`src/rtl/core/lzwe_pkg.sv`:
```
// ----------------------------------------------------------------------------
// lzwe_pkg
// Types and constants shared by the LZW encoder modules.
// ----------------------------------------------------------------------------
package lzwe_pkg;

  localparam int unsigned SINGLE_CODES   = 256;
  localparam int unsigned CODE_SPACE     = 4096;
  localparam logic [1:0]  REG_DICT_LIMIT = 2'd0;

  typedef struct packed {
    logic [7:0] data_byte;
    logic       end_of_message;
  } in_word_t;

  typedef struct packed {
    logic [11:0] code;
    logic        last_code;
  } out_word_t;

  typedef struct packed {
    logic        found;
    logic [11:0] code;
  } chain_t;

  typedef enum logic [1:0] {
    S_IDLE,
    S_START,
    S_READ,
    S_CMP
  } lzwe_state_t;

endpackage

```
`src/rtl/core/lzwe_ram.sv`:
```
// ----------------------------------------------------------------------------
// lzwe_ram
// Generic simple dual-port RAM with one write port and a registered read.
// ----------------------------------------------------------------------------
module lzwe_ram #(
  parameter int WIDTH = 20,
  parameter int DEPTH = 512
) (
  input  logic                     clk,
  input  logic                     we,
  input  logic [$clog2(DEPTH)-1:0] waddr,
  input  logic [WIDTH-1:0]         wdata,
  input  logic [$clog2(DEPTH)-1:0] raddr,
  output logic [WIDTH-1:0]         rdata
);

  logic [WIDTH-1:0] mem [DEPTH];

  always_ff @(posedge clk) begin
    if (we) begin
      mem[waddr] <= wdata;
    end
    rdata <= mem[raddr];
  end

endmodule

```
`src/rtl/core/lzwe_cell.sv`:
```
// ----------------------------------------------------------------------------
// lzwe_cell
// One dictionary cell: a bank of entries with a comparator, chained to its
// neighbor so that a match found earlier in the row passes through.
// ----------------------------------------------------------------------------
module lzwe_cell import lzwe_pkg::*; #(
  parameter int CELLS  = 8,
  parameter int LANE   = 0,
  parameter int ROWS   = 64
) (
  input  logic                    clk,
  input  logic [$clog2(ROWS)-1:0] rd_row,
  input  logic [19:0]             key,
  input  logic [12:0]             next_free,
  input  logic                    we,
  input  logic [$clog2(ROWS)-1:0] wr_row,
  input  logic [19:0]             wr_pair,
  input  chain_t                  chain_in,
  output chain_t                  chain_out
);

  localparam int ROW_W  = $clog2(ROWS);
  localparam int CELL_W = $clog2(CELLS);

  logic [19:0]      pair;
  logic [ROW_W-1:0] cmp_row;
  logic [12:0]      my_code;
  logic             match;

  lzwe_ram #(.WIDTH(20), .DEPTH(ROWS)) u_bank (
    .clk   (clk),
    .we    (we),
    .waddr (wr_row),
    .wdata (wr_pair),
    .raddr (rd_row),
    .rdata (pair)
  );

  always_ff @(posedge clk) begin
    cmp_row <= rd_row;
  end

  assign my_code = 13'({cmp_row, CELL_W'(LANE)});
  assign match   = (my_code < next_free) && (pair == key);

  always_comb begin
    chain_out = chain_in;
    if (!chain_in.found && match) begin
      chain_out.found = 1'b1;
      chain_out.code  = my_code[11:0];
    end
  end

endmodule

```
`config.mk`:
```
export PLATFORM = sky130hd
export DESIGN_NAME = lzwe_cell
export DESIGN_NICKNAME = d
export VERILOG_FILES = /design/src/rtl/core/lzwe_pkg.sv /design/src/rtl/core/lzwe_ram.sv /design/src/rtl/core/lzwe_cell.sv
export SDC_FILE = /design/constraint.sdc
export NUM_CORES = 1
export LEC_CHECK = 0
export BUFFER_PORTS_ARGS = -buffer_cell sky130_fd_sc_hd__buf_4
export CAP_MARGIN = 10
export CELL_PAD_IN_SITES_DETAIL_PLACEMENT = 1
export CELL_PAD_IN_SITES_GLOBAL_PLACEMENT = 1
export CORE_UTILIZATION = 54
export DETAILED_ROUTE_END_ITERATION = 7
export GPL_TIMING_DRIVEN = 0
export PLACE_DENSITY = 0.78
export SLEW_MARGIN = 20
export SYNTH_ARGS = -nofsm -noshare
export SYNTH_HDL_FRONTEND = slang
export SYNTH_HIERARCHICAL = 1
export SYNTH_SLANG_ARGS = --single-unit
```
`constraint.sdc`:
```
create_clock -name clk -period 3.9 [get_ports clk]
set_clock_uncertainty 0.2 [all_clocks]
set_input_delay 0.195 -clock clk [delete_from_list [all_inputs] [get_ports clk]]
set_output_delay 0.195 -clock clk [all_outputs]
set_load 0.01 [all_outputs]
```
After elaboration in Yosys (flattened, before gate mapping) --
Memories as Yosys holds them, arrays and structs flattened. A register that Yosys moved wholly into a read port is not among the register bits. Index checks and enable logic that the tools add are counted.
Storage, ports and cells: memory bits (writable) 1280, bits of input ports 80, word-level logic and storage cells 10, output and inout port bits 13, bits in registers 6, memories kept 1
Memories:
- u_bank.mem | depth 64, bits a word 20, read ports 1, clocked after memory_dff 1, write ports 1, RTL line lzwe_ram.sv:17 | logic [WIDTH-1:0] mem [DEPTH];
Operators by class: $lt $le $gt $ge 1, equality and inequality tests 1, multiplexer cells 3, reductions and logical operators 3
Operator list (count):
- $eq 20x20->1 | 1
- $lt 9x13->1 | 1
- $mux 13 | 1
- $logic_and 1x1->1 | 2
- $mux 1 | 2
- $logic_not 1->1 | 1

Longest topological paths before layout --
depth in word-level cells 4, gate-level depth with buffers 10, depth with buffers taken out 7

By module --
The synthesis kept the hierarchy.
Modules (own cells, without submodules):
- lzwe_ram | area an instance 49495.0 um^2, cells an instance 2243, seq. area each 38837.2 um^2, times used 1
- lzwe_cell | area an instance 674.4 um^2, cells an instance 69, seq. area each 120.1 um^2, times used 1

Worst setup path before layout --
No wires, ideal clock.
path kind input-to-reg, from in wr_row[3], to mem u_bank.mem[48][0] (enable), setup time 0.422 ns, data required time 3.278 ns, stages 4, path buffers 1, slack 1.163 ns, arrival 2.115 ns, path through clkbuf_1 nor2b_1 nand4b_1 nor3_1
RTL lines:
- from (decl) | RTL line lzwe_cell.sv:16 | input logic [$clog2(ROWS)-1:0] wr_row,
- to (decl) | RTL line lzwe_ram.sv:17
Straight into the memory's write port.

==> impl_metrics.env <==
export IMPL_synthMuxAreaShare_pct=15.82
export IMPL_synthSimpleGateAreaFrac_pct=1.594
export IMPL_antenna_left=0
export IMPL_yosys_area_top_type_share_pct=76.61
export IMPL_cts_num_sinks=1306
export IMPL_rows=111
export IMPL_violations="negative setup slack"
export IMPL_rr_worst_depth=5
export IMPL_dpl_cell_count=3667
export IMPL_synth_top_family_by_area="multiplexers"
export IMPL_vdd_ir_drop_max_mv=0.4540
export IMPL_routed_via_count=26330
export IMPL_grt_antenna_before_repair=13
export IMPL_async_flop_share_pct=0
export IMPL_dp_hpwl_um=88000
export IMPL_synth_top_cell_by_area="edfxtp_1"
export IMPL_hold_path_cell_count=3
export IMPL_drtPass1Iterations=7
export IMPL_netlist_top_cells_area="edfxtp_1, mux4_2, mux2i_1, dfxtp_1, a22oi_1"
export IMPL_yosysWarnings=6
export IMPL_htree_levels=4
export IMPL_area_growth_pct=15.32
export IMPL_slew_violations=0
export IMPL_vias_per_cell=6.679
export IMPL_arrival_ns=4.43
export IMPL_maxCapViolCount=0
export IMPL_gr_total_overflow=0
export IMPL_syn_num_nets=2398
export IMPL_p_per_area_nw_per_um2=513.3
export IMPL_outcome="finished with violations"
export IMPL_grt_pass1_wl_um=201900
export IMPL_startpoint_type="input port"
export IMPL_crit_path_end_kind="flip-flop"
export IMPL_synth_adder_area_share_pct=0.1496
export IMPL_nets=2678
export IMPL_setup_viol=3
export IMPL_dieWidth_um=306.8
export IMPL_drtIter0Drc=3343
export IMPL_syn_avg_cell_area_um2=21.70
export IMPL_hp_class="input port to flip-flop"
export IMPL_syn_inst=2312
export IMPL_ys_types=48
export IMPL_synth_ff_type="edfxtp_1"
export IMPL_synth_cells_most_frequent="edfxtp_1, mux4_2, mux2i_1"
export IMPL_die_y_um=306.8
export IMPL_setup_tns_ns=-0.07514
export IMPL_yosys_cell_count_top_type="edfxtp_1"
export IMPL_cts_tree="done"
export IMPL_clock_path_buffers=3
export IMPL_instances_no_fill=3943
export IMPL_rsz0062_at_grt="false"
export IMPL_grt_usage_pct=31.13
export IMPL_synth_edff_count=1280
export IMPL_portBuffers=88
export IMPL_gp_congestion=0.9374
export IMPL_clk_latency_ns=0.76
export IMPL_setup_slack_ns=-0.02893
export IMPL_critPathKind="input port to flip-flop"
export IMPL_report_final_hold_viol_count=0
export IMPL_synth_compound_area_share_pct=3.013
export IMPL_tightestPinTransition_ns=1.249
export IMPL_coreArea_um2=91800
export IMPL_p_leak_nw=18.67
export IMPL_first_global_vias=27340
export IMPL_synth_xor_area_share_pct=0.3492
export IMPL_post_route_period_util_pct=100.7
export IMPL_initial_core_util_pct=54.65
export IMPL_dieArea_um2=94130
export IMPL_fmax_ghz=0.2545
export IMPL_netlist_area_um2=50170
export IMPL_ios=93
export IMPL_period_needed_ns=3.929
export IMPL_drc_errors=0
export IMPL_grt_max_degree=65
export IMPL_synth_seq_cells=1306
export IMPL_cp_max_fo=10
export IMPL_avgRoutedWirePerCell_um=36.64
export IMPL_seq_area_frac_synth_pct=77.65
export IMPL_finalWirelength_um=144500
export IMPL_slew_headroom_pct=15.99
export IMPL_crit_required_ns=4.40
export IMPL_root_buffer="clkbuf_16"
export IMPL_numCtsBuffers=134
export IMPL_final_layout_size_suffix_gt1_share_pct=27.10
export IMPL_path_clk_slew_ns=0.06
cell usage in the layout (no fill, tap or decap), drive strengths merged, types with 4 or more instances in the layout:
cell / synthesis / layout
edfxtp: 1280 / 1280
mux4: 264 / 264
clkbuf: 49 / 227
buf: 80 / 191
mux2i: 184 / 184
nor2: 75 / 75
a22oi: 64 / 64
o22ai: 52 / 52
clkinv: 0 / 51
o21ai: 33 / 33
dlygate4sd3: 0 / 32
a31oi: 32 / 32
dfxtp: 26 / 26
xnor2: 20 / 20
and3: 17 / 17
a21o: 16 / 16
o31ai: 15 / 15
inv: 7 / 14
nand2: 12 / 12
mux2: 12 / 12
nand4: 9 / 9
nor3: 8 / 8
nor2b: 7 / 7
and2: 7 / 7
ha: 6 / 6
bufinv: 0 / 6
nand2b: 6 / 6
nand3: 6 / 6
nand3b: 4 / 4
cell families (layout without fill, tap and decap cells):
logic type,Yosys count,after routing
and+or+nand+nor,159,159
adders and majority gates,6,6
other,0,3
DFF,1306,1306
xor gates and xnor gates,20,20
buffers and inverters,136,521
muxes,460,460
AOI/OAI and AO/OA,225,225
per-stage QoR:
step           cell area (µm²)  utilization, %  hold WS [ns]  setup WS, ns  power [mW]
3_5_place_dp             53320           58.08        0.1116       0.03246       17.50
2_1_floorplan            50170               -       0.02272         1.163       16.66
4_1_cts                  57840           63.01        0.1001        0.1901       29.80
6_report                 57850           63.02        0.1336      -0.02893       29.69
3_3_place_gp             52390           57.06        0.1102       -0.5935       17.38
5_1_grt                  57850           63.01        0.1306       0.07371       30.30
routing by layer:
| metal | track usage, % | wire (µm) | part of all wire, % |
|---|---|---|---|
| met3 | 5.603 | 12690 | 8.8 |
| met1 | 40.58 | 52880 | 37 |
| met5 | 0 | 22 | 0.015 |
| met4 | 14.88 | 7297 | 5.1 |
| met2 | 51.19 | 71600 | 50 |
worst max-delay path, stage by stage:
cell           delay [ns]
dlygate4sd3_1        0.54
buf_4                0.11
clkbuf_1             0.74
nor2b_1              0.42
nand2_1              0.27
clkbuf_1             0.50
o22ai_1              0.31
o31ai_1              1.03
and3_1               0.27
registers in the layout, indices dropped and copies added (netlist names):
name	flops
u_bank/mem	1280
u_bank/rdata	20
cmp_row	6
what timing repair did:
action                                 in CTS  in global routing
setup buffers                               0                  0
endpoints found under the hold margin    1286                  0
hold buffers                               32                  0
resized for setup                           0                  0
where the power goes:
group | total, mW | internal [mW] | switching, mW | leakage (nW)
Combinational | 1.68 | 0.586 | 1.10 | 4.86
Sequential | 15.6 | 15.5 | 0.0466 | 11.7
Clock | 12.4 | 7.09 | 5.34 | 2.07
cell type report:
| class | count | area [µm²] |
|---|---|---|
| well taps | 1243 | 1555 |
| plain buffers | 129 | 688.2 |
| repair buffers | 144 | 1446 |
| diodes | 3 | 7.507 |
| clock inverters | 64 | 500.5 |
| multi-input cells | 870 | 10970 |
| flip-flops and latches | 1306 | 38960 |
| clock buffers | 177 | 3702 |
| inverters | 7 | 26.28 |
| fillers | 7376 | 33950 |
path summary, 6_finish.rpt:
check                     start                end  slack (ns)
min reg2reg  u_bank/mem[10][17]   u_bank/rdata[17]        0.72
max                   rd_row[3]   u_bank/rdata[11]       -0.03
max reg2reg  u_bank/mem[58][14]   u_bank/rdata[14]        1.27
min                   wr_row[0]  u_bank/mem[49][4]        0.13
Power figures use the tool's default switching activity.
